===== config.mk =====
export PLATFORM = sky130hd
export DESIGN_NAME = linear_probe_hash_table
export DESIGN_NICKNAME = d
export VERILOG_FILES = /design/src/rtl/core/lpht_pkg.sv /design/src/rtl/core/lpht_store.sv /design/src/rtl/core/lpht_ctrl.sv /design/src/rtl/core/linear_probe_hash_table.sv
export VERILOG_INCLUDE_DIRS = /design/src /design/src/rtl/core
export SDC_FILE = /design/constraint.sdc
export NUM_CORES = 1
export LEC_CHECK = 0
export ABC_AREA = 1
export BUFFER_PORTS_ARGS = -buffer_cell sky130_fd_sc_hd__clkbuf_2
export CAP_MARGIN = 10
export CELL_PAD_IN_SITES_DETAIL_PLACEMENT = 1
export CELL_PAD_IN_SITES_GLOBAL_PLACEMENT = 2
export CORE_ASPECT_RATIO = 0.6
export CORE_MARGIN = 5
export CORE_UTILIZATION = 48
export DETAILED_ROUTE_END_ITERATION = 8
export PLACE_DENSITY_LB_ADDON = 0.1
export SETUP_SLACK_MARGIN = 0.3
export SLEW_MARGIN = 0
export SYNTH_ARGS = -nofsm -noshare
export SYNTH_HDL_FRONTEND = slang
export SYNTH_SLANG_ARGS = --single-unit

===== constraint.sdc =====
create_clock -name clk -period 12.3 [get_ports clk]
set_input_delay 1.23 -clock clk [delete_from_list [all_inputs] [get_ports clk]]
set_output_delay 1.23 -clock clk [all_outputs]
set_load 0.02 [all_outputs]

===== src/rtl/core/assert_macros.svh =====
// Assertion macros shared by the RTL; they expect clk and rst in scope.
`ifndef ASSERT_MACROS_SVH
`define ASSERT_MACROS_SVH

// Checks a property on every rising edge outside reset.
`define ASSERT_CLK(name, prop, msg) \
  name: assert property (@(posedge clk) disable iff (rst) (prop)) else $error(msg);

// Checks that a condition never holds outside reset.
`define ASSERT_NEVER(name, cond, msg) \
  name: assert property (@(posedge clk) disable iff (rst) !(cond)) else $error(msg);

`endif


===== src/rtl/core/lpht_pkg.sv =====
// Package with the types and constants of the linear probing hash table.
package lpht_pkg;

  localparam int TABLE_SLOTS  = 8;
  localparam int SLOT_W       = (TABLE_SLOTS > 1) ? $clog2(TABLE_SLOTS) : 1;
  localparam int KEY_W        = 31;
  localparam int DATA_W       = 64;
  localparam int SLOT_FIELD_W = 3;

  localparam logic KIND_INSERT = 1'b0;
  localparam logic KIND_SEARCH = 1'b1;

  localparam logic [1:0] ST_INSERTED  = 2'd0;
  localparam logic [1:0] ST_FOUND     = 2'd1;
  localparam logic [1:0] ST_NOT_FOUND = 2'd2;
  localparam logic [1:0] ST_FULL      = 2'd3;

  typedef struct packed {
    logic              kind;
    logic [KEY_W-1:0]  key;
    logic [DATA_W-1:0] payload;
  } req_t;

  typedef struct packed {
    logic [1:0]              status;
    logic [SLOT_FIELD_W-1:0] slot;
    logic [DATA_W-1:0]       data_out;
  } res_t;

  typedef struct packed {
    logic              en;
    logic [SLOT_W-1:0] addr;
    logic [KEY_W-1:0]  key;
    logic [DATA_W-1:0] data;
  } wr_t;

  typedef struct packed {
    logic              valid;
    logic [KEY_W-1:0]  key;
    logic [DATA_W-1:0] data;
  } rd_t;

  typedef struct packed {
    logic idle;
    logic done;
  } ctrl_stat_t;

endpackage


===== src/rtl/core/lpht_store.sv =====
// Slot storage: valid bits in flip-flops, keys and payloads in a memory with a registered read.
module lpht_store import lpht_pkg::*; (
  input  logic              clk,
  input  logic              rst,
  input  wr_t               wr,
  input  logic [SLOT_W-1:0] rd_addr,
  output rd_t               rd
);

  logic [TABLE_SLOTS-1:0] slot_valid;
  logic [KEY_W-1:0]       key_mem  [TABLE_SLOTS];
  logic [DATA_W-1:0]      data_mem [TABLE_SLOTS];

  always_ff @(posedge clk) begin
    if (rst) begin
      slot_valid <= '0;
    end else if (wr.en) begin
      slot_valid[wr.addr] <= 1'b1;
    end
  end

  always_ff @(posedge clk) begin
    if (wr.en) begin
      key_mem[wr.addr]  <= wr.key;
      data_mem[wr.addr] <= wr.data;
    end
  end

  always_ff @(posedge clk) begin
    if (rst) begin
      rd.valid <= 1'b0;
    end else begin
      rd.valid <= slot_valid[rd_addr];
    end
    rd.key  <= key_mem[rd_addr];
    rd.data <= data_mem[rd_addr];
  end

endmodule


===== src/rtl/core/lpht_ctrl.sv =====
// Probe sequencer: hashes the key, then steps one slot per cycle through a shared compare.
module lpht_ctrl import lpht_pkg::*; (
  input  logic              clk,
  input  logic              rst,
  input  logic              start,
  input  req_t              req,
  input  logic              take,
  input  rd_t               rd,
  output logic [SLOT_W-1:0] rd_addr,
  output wr_t               wr,
  output res_t              result,
  output ctrl_stat_t        stat
);

  typedef enum logic [1:0] {S_IDLE, S_PROBE, S_DONE} state_t;

  state_t            state;
  logic              kind_q;
  logic [KEY_W-1:0]  key_q;
  logic [DATA_W-1:0] pay_q;
  logic [SLOT_W-1:0] pos;
  logic [SLOT_W-1:0] cnt;

  logic [SLOT_W-1:0] home;
  logic [SLOT_W-1:0] pos_inc;
  logic              last;
  logic              match;
  logic              finish;
  res_t              res_next;

  assign home    = SLOT_W'(req.key % TABLE_SLOTS);
  assign pos_inc = (pos == SLOT_W'(TABLE_SLOTS - 1)) ? '0 : pos + 1'b1;
  assign last    = (cnt == SLOT_W'(TABLE_SLOTS - 1));
  assign match   = rd.valid && (rd.key == key_q);
  assign rd_addr = (state == S_IDLE) ? home : pos_inc;

  assign stat.idle = (state == S_IDLE);
  assign stat.done = (state == S_DONE);

  always_comb begin
    res_next = '0;
    finish   = 1'b0;
    wr       = '0;
    wr.addr  = pos;
    wr.key   = key_q;
    wr.data  = pay_q;
    if (kind_q == KIND_INSERT) begin
      priority if (!rd.valid) begin
        finish          = 1'b1;
        wr.en           = (state == S_PROBE);
        res_next.status = ST_INSERTED;
        res_next.slot   = SLOT_FIELD_W'(pos);
      end else if (last) begin
        finish          = 1'b1;
        res_next.status = ST_FULL;
      end else begin
        finish          = 1'b0;
      end
    end else begin
      priority if (!rd.valid) begin
        finish          = 1'b1;
        res_next.status = ST_NOT_FOUND;
      end else if (match) begin
        finish            = 1'b1;
        res_next.status   = ST_FOUND;
        res_next.slot     = SLOT_FIELD_W'(pos);
        res_next.data_out = rd.data;
      end else if (last) begin
        finish          = 1'b1;
        res_next.status = ST_NOT_FOUND;
      end else begin
        finish          = 1'b0;
      end
    end
  end

  always_ff @(posedge clk) begin
    if (rst) begin
      state <= S_IDLE;
    end else begin
      unique case (state)
        S_IDLE: begin
          if (start) begin
            kind_q <= req.kind;
            key_q  <= req.key;
            pay_q  <= req.payload;
            pos    <= home;
            cnt    <= '0;
            state  <= S_PROBE;
          end
        end
        S_PROBE: begin
          if (finish) begin
            result <= res_next;
            state  <= S_DONE;
          end else begin
            pos <= pos_inc;
            cnt <= cnt + 1'b1;
          end
        end
        S_DONE: begin
          if (take) begin
            state <= S_IDLE;
          end
        end
        default: state <= S_IDLE;
      endcase
    end
  end

endmodule


===== src/rtl/core/linear_probe_hash_table.sv =====
// Top level of the linear probing hash table with its output register.
// A new request is accepted only while the sequencer is idle, after the previous one is through:
// the sequencer probes the slots visited, hands its result to the output register once that
// register is free, and returns to idle to take the next request. The probe pace is set by the
// single compare unit, which checks one slot per cycle through the registered read port of
// the slot memory. A result may wait in the output register while the next request runs;
// the sequencer holds its own result while an earlier one still waits there.
`include "assert_macros.svh"

module linear_probe_hash_table import lpht_pkg::*; (
  input  logic clk,
  input  logic rst,
  input  logic req_valid,
  output logic req_ready,
  input  req_t req,
  output logic res_valid,
  input  logic res_ready,
  output res_t res
);

  logic              start;
  logic              take;
  logic              out_free;
  logic [SLOT_W-1:0] rd_addr;
  wr_t               wr;
  rd_t               rd;
  res_t              result;
  ctrl_stat_t        stat;

  assign req_ready = stat.idle;
  assign start     = req_valid && req_ready;
  assign out_free  = !res_valid || res_ready;
  assign take      = stat.done && out_free;

  lpht_store u_store (
    .clk     (clk),
    .rst     (rst),
    .wr      (wr),
    .rd_addr (rd_addr),
    .rd      (rd)
  );

  lpht_ctrl u_ctrl (
    .clk     (clk),
    .rst     (rst),
    .start   (start),
    .req     (req),
    .take    (take),
    .rd      (rd),
    .rd_addr (rd_addr),
    .wr      (wr),
    .result  (result),
    .stat    (stat)
  );

  always_ff @(posedge clk) begin
    if (rst) begin
      res_valid <= 1'b0;
    end else if (take) begin
      res_valid <= 1'b1;
    end else if (res_ready) begin
      res_valid <= 1'b0;
    end
    if (take) begin
      res <= result;
    end
  end

  `ASSERT_CLK(a_busy_after_start, start |=> !req_ready, "ready stayed high after a request")
  `ASSERT_NEVER(a_take_while_idle, take && stat.idle, "result taken while sequencer idle")
  `ASSERT_CLK(a_insert_no_data, (res_valid && res.status == ST_INSERTED) |-> (res.data_out == '0), "insert result carries data")
  `ASSERT_CLK(a_miss_slot_zero, (res_valid && (res.status == ST_NOT_FOUND || res.status == ST_FULL)) |-> (res.slot == '0 && res.data_out == '0), "miss or full result not zero")

endmodule

Word level (Yosys, flattened, before mapping):

Memory sizes are Yosys's and may differ from the RTL's. A register that Yosys moved wholly into a read port is not among the register bits.
Cells that the tools add are included.

* $add $sub $neg: 2
* order comparisons: 3
* equal/unequal tests: 9
* muxes and demuxes: 36
* bitwise gates (word level): 2
* reductions and logical operators: 14

Operators with widths (count)
* 2-to-1 mux 67 bit: 2
* equality test 31 bit: 1
* 2-to-1 mux 3 bit: 7
* 2-to-1 mux 2 bit: 8
* 2-to-1 mux 1 bit: 13
* one-hot mux 3 bit (2 select lines): 2
* AND reduction 3 bit: 4
* < comparator 3 x 4 -> 1 bit, second input constant: 2
* bitwise OR 8 bit: 1
* adder 3 x 1 -> 3 bit, second input constant: 2
* equality test 3 bit, second input constant: 2
* one-hot mux 2 bit (3 select lines): 1
* 2-to-1 mux 5 bit: 1
* logical AND 1 bit: 4
* inequality test 2 x 1 -> 1 bit, second input constant: 2
* inequality test 2 bit, second input constant: 2
* AND reduction 4 bit: 1
* nonzero test 2 bit: 2
* binary-select mux 1 bit (select 3 bit): 1
* demux 1 bit (select 3 bit): 1
* greater-or-equal comparator 3 x 1 -> 1 bit, second input constant: 1
* equality test 2 x 1 -> 1 bit, second input constant: 1
* equality test 2 bit, second input constant: 1
* zero test 2 bit: 1
* 3 further kinds: 3

* bits in registers: 252
* memory bits (writable): 760
* input port bits: 100
* output and inout bits: 71
* word-level logic and storage cells: 83
* memories: 2

Memories
* u_store.data_mem: depth 8, bits a word 64, read ports 1, clocked after memory_dff 1, write ports 1, line lpht_store.sv:12 `logic [DATA_W-1:0] data_mem [TABLE_SLOTS];`
* u_store.key_mem: depth 8, bits a word 31, read ports 1, clocked after memory_dff 1, write ports 1, line lpht_store.sv:11 `logic [KEY_W-1:0] key_mem [TABLE_SLOTS];`

Depth between registers and ports, before layout:

* depth after elaboration: 7
* depth in mapped cells: 13
* gate-level depth less buffers: 12

By module:

A second synthesis with hierarchy kept.

* cell total of the unflattened synthesis: 3275
* area total of the unflattened synthesis: 41370.9 µm²

Modules (own cells, without submodules)
* lpht_store: times used 1, cells each 2692, area an instance 32601.3 µm², seq. area each 24903.9 µm²
* lpht_ctrl: times used 1, cells each 506, area an instance 6642.6 µm², seq. area each 5175.0 µm²
* linear_probe_hash_table: times used 1, cells each 77, area an instance 2127.0 µm², seq. area each 2092.0 µm²

Worst setup path before layout:

OpenSTA, ideal clock, no wires.

* path kind: input to register
* start point: in res_ready
* end point: reg res[0] (netlist bit), enable pin
* library setup time: 0.581 ns
* arrival time: 5.962 ns
* data required time: 11.719 ns
* path slack: 5.757 ns
* stages on the path: 2
* path buffers: 0
* cells stage by stage: nor2_1 nor3_1

* longest elaborated chain between the ends: 2

Ends and longest elaborated chain
* start: declaration: line linear_probe_hash_table.sv:17 `input logic res_ready,`
* logical OR 1 bit: line linear_probe_hash_table.sv:32 `assign out_free = !res_valid || res_ready;`
* logical AND 1 bit: line linear_probe_hash_table.sv:33 `assign take = stat.done && out_free;`
* named net take: line linear_probe_hash_table.sv:22 `logic take;`
* end signal: assignment: line linear_probe_hash_table.sv:65 `res <= result;`
* end: declaration: line linear_probe_hash_table.sv:18 `output res_t res`

The timed path passes the listed nets, and every way through them passes these cells.
A chain may end at the register's enable or synchronous reset.

Worst setup path after layout:

* start point: reg u_ctrl.pos[0]
* end point: reg u_store.rd[57] (netlist name)

* longest elaborated chain between the ends: 3
* elaborated cells on any way between the ends: 4
* classes of those cells: add/sub (1); eq/ne (1); mux (2)

Ends and longest elaborated chain
* start: declaration: line lpht_ctrl.sv:21 `logic [SLOT_W-1:0] pos;`
* start signal: assignment: line lpht_ctrl.sv:87 `pos <= home;`
* start signal: assignment: line lpht_ctrl.sv:97 `pos <= pos_inc;`
* adder 3 x 1 -> 3 bit or equality test 3 bit (tied branches): line lpht_ctrl.sv:32 `assign pos_inc = (pos == SLOT_W'(TABLE_SLOTS - 1)) ? '0 : pos + 1'b1;`
* 2-to-1 mux 3 bit (*): line lpht_ctrl.sv:32
* 2-to-1 mux 3 bit (*): line lpht_ctrl.sv:35 `assign rd_addr = (state == S_IDLE) ? home : pos_inc;`

Every way passes the cells marked *; elsewhere a longest branch is shown, timed or not.

==> impl_metrics.json <==
{
  "cts_tree": "built",
  "pre_cts_slack_ns": 8.16,
  "clk_latency_ns": 0.69,
  "core_um2": 83600,
  "fmax_mhz": 259,
  "h-tree-depth": 3,
  "grt_usage_pct": 21.7,
  "grt_overflow": 0,
  "setup_tns_ns": 0,
  "vias": 22811,
  "grt_pass1_vias": 24288,
  "finalCritPeriodShare_pct": 31.3,
  "yosys.area_share.xor_xnor_pct": 0.281,
  "syn-cell-area_um2": 40500,
  "irDropWorstVdd_mv": 0.129,
  "cts_max_path_buffers": 3,
  "portBuffers": 170,
  "clock_skew_ns": 0.0264,
  "grt_max_degree": 209,
  "setup_viol": 0,
  "holdCritPathClass": "register to register",
  "worstMarginPinSlew_ns": 1.12,
  "mostFrequentLayoutCell": "edfxtp_1",
  "synth_area_leader_cell": "edfxtp_1",
  "postCtsHoldBufs": 0,
  "whs_ns": 0.420,
  "crit_path_max_fanout": 184,
  "num-nets-final": 3039,
  "synth-seq-cells": 1107,
  "drtIter0Drc": 1464,
  "synth_cells": 2783,
  "cts_root_buf": "clkbuf_16",
  "synth_top_family_by_area": "compound AO/OA/AOI/OAI gates",
  "io_pins": 171,
  "cts_sinks": 1107,
  "yosysTopAreaCellShare_pct": 74.1,
  "total_power_mw": 8.10,
  "firstDrtPassIters": 5,
  "yosys.area_share.simple_pct": 7.94,
  "cp-end-kind": "register",
  "gp_congestion": 0.750,
  "slew-limit-headroom_pct": 25.4,
  "power_density_nw_per_um2": 177,
  "route.detailed.drc": 0,
  "dp_hpwl_um": 50400,
  "p_leak_nw": 16.3,
  "rsz0062_at_grt": "false",
  "status": "finished clean",
  "synth_fp_nets": 2887,
  "synth_compound_area_share_pct": 9.33,
  "antenna_found_initial": 2,
  "grt_pass1_wl_um": 149000,
  "cts_setup_buffers": 0,
  "syn2layout_area_growth_pct": 12.9,
  "start_util_pct": 48.5,
  "rows": 82,
  "ys_types": 28,
  "ys_warn_count": 0,
  "final_cell_mix": "edfxtp_1 (1000), nor2_1 (587), o21ai_0 (280), clkbuf_2 (170), inv_1 (128)",
  "slew_violations": 0,
  "crit_type": "register to register",
  "clk_pin_slew_worst_paths_ns": 0.07,
  "setup_slack_ns": 8.44,
  "synth_fa_ha_area_share_pct": 0.123,
  "synth_area_per_cell_um2": 14.6,
  "vias_per_cell": 5.49,
  "die_h_um": 235,
  "post_cts_resized": 0,
  "dieWidth_um": 385,
  "cts_made_buffers": 101,
  "period_minus_slack_ns": 3.86,
  "synthTopCellsByArea": "edfxtp_1 (74%), nor2_1 (5.5%), dfxtp_1 (5.3%), o21ai_0 (3.5%), o211a_1 (2.3%)",
  "dieArea_um2": 90600,
  "drv_cap": 0,
  "synthMuxAreaShare_pct": 0,
  "ys_seq_area_share_pct": 79.3,
  "wl_um": 98900,
  "ant_nets": 0,
  "drive_gt1_share_pct": 15.8,
  "final_hold_viol_count": 0,
  "post_drt_wl_per_cell_um": 23.8,
  "crit_required_ns": 12.90,
  "worstSetupStartpointType": "register",
  "worstPathArrival_ns": 4.46
}
[per-layer routing]
metal	part of all wire, %	global-route usage (%)
met4	2.0	5.16
met2	48	35.6
met1	46	30.8
met5	0	0
met3	3.7	3.38
[worst max-delay path: stages, from the launching register on]
cell and delay [ns]:
edfxtp_1 0.47, ha_1 0.26, ha_1 0.18, nor2_1 0.26
o21ai_4 0.11, inv_8 0.71, buf_4 0.93, o21ai_0 0.20
o22ai_1 0.27, nor2_1 0.06, nor2_1 0.18
[sequential cells by signal, indices dropped and copies added, names as in the netlist]
name,flops
res,69
res_valid,1
u_ctrl.cnt,3
u_ctrl.key_q,31
u_ctrl.kind_q,1
u_ctrl.pay_q,64
u_ctrl.pos,3
u_ctrl.result,69
u_ctrl.state,2
u_store.data_mem,512
u_store.key_mem,248
u_store.rd,96
u_store.slot_valid,8
[logic make-up after synthesis]
family	Yosys count
AOI/OAI and AO/OA	585
xor gates and xnor gates	13
adders and majority gates	4
buffers and inverters	285
DFF	1107
and+or+nand+nor	789
[power breakdown]
part           leakage [nW]  internal (mW)  switching, mW
combinational          4.76          0.215          0.479
sequential             9.95           4.22         0.0750
clock                  1.61           1.74           1.37
total                  16.3           6.18           1.92
[cell type report]
class                           count  area, um2
Antenna cell                        1       2.50
Clock buffer                      126       2760
Clock inverter                     62        500
Fill cell                        7966      37900
Inverter                          130        500
Multi-Input combinational cell   1391       7280
Sequential cell                  1107      32200
Tap cell                         1134       1420
Timing Repair Buffer              204       1130
[per-stage QoR]
step | cell area (um2) | utilization [%] | instances
after global routing | 45800 | 54.7 | 4155
after CTS | 45800 | 54.7 | 4154
after floorplan | 40500 | - | 2783
final | 45800 | 54.7 | 4155
after detailed placement | 42500 | 50.8 | 3966
after global placement | 42500 | 50.8 | 3966
[synthesized netlist by cell type (all sizes together)]
master  number
dfxtp      107
xnor2       13
or2         96
o22ai       96
o211ai      96
o21a         1
o211a       95
o21ai      293
nand2       89
edfxtp    1000
a21oi        4
nand4        1
buf         67
ha           4
nor2       598
nand3        4
nor3         1
inv        130
clkbuf      88
[final timing paths]
kind,to,cells after the start,slack (ns),from
worst min register to register,res[11]$_DFFE_PP_,0,0.42,u_ctrl.result[11]$_SDFFCE_PN0P_
worst max register to register,u_store.rd[57]$_DFF_P_,10,8.44,u_ctrl.pos[0]$_DFFE_PP_
worst max-delay path,u_store.rd[57]$_DFF_P_,10,8.44,u_ctrl.pos[0]$_DFFE_PP_
worst min-delay path,res[11]$_DFFE_PP_,0,0.42,u_ctrl.result[11]$_SDFFCE_PN0P_
Power figures use the tool's default switching activity.
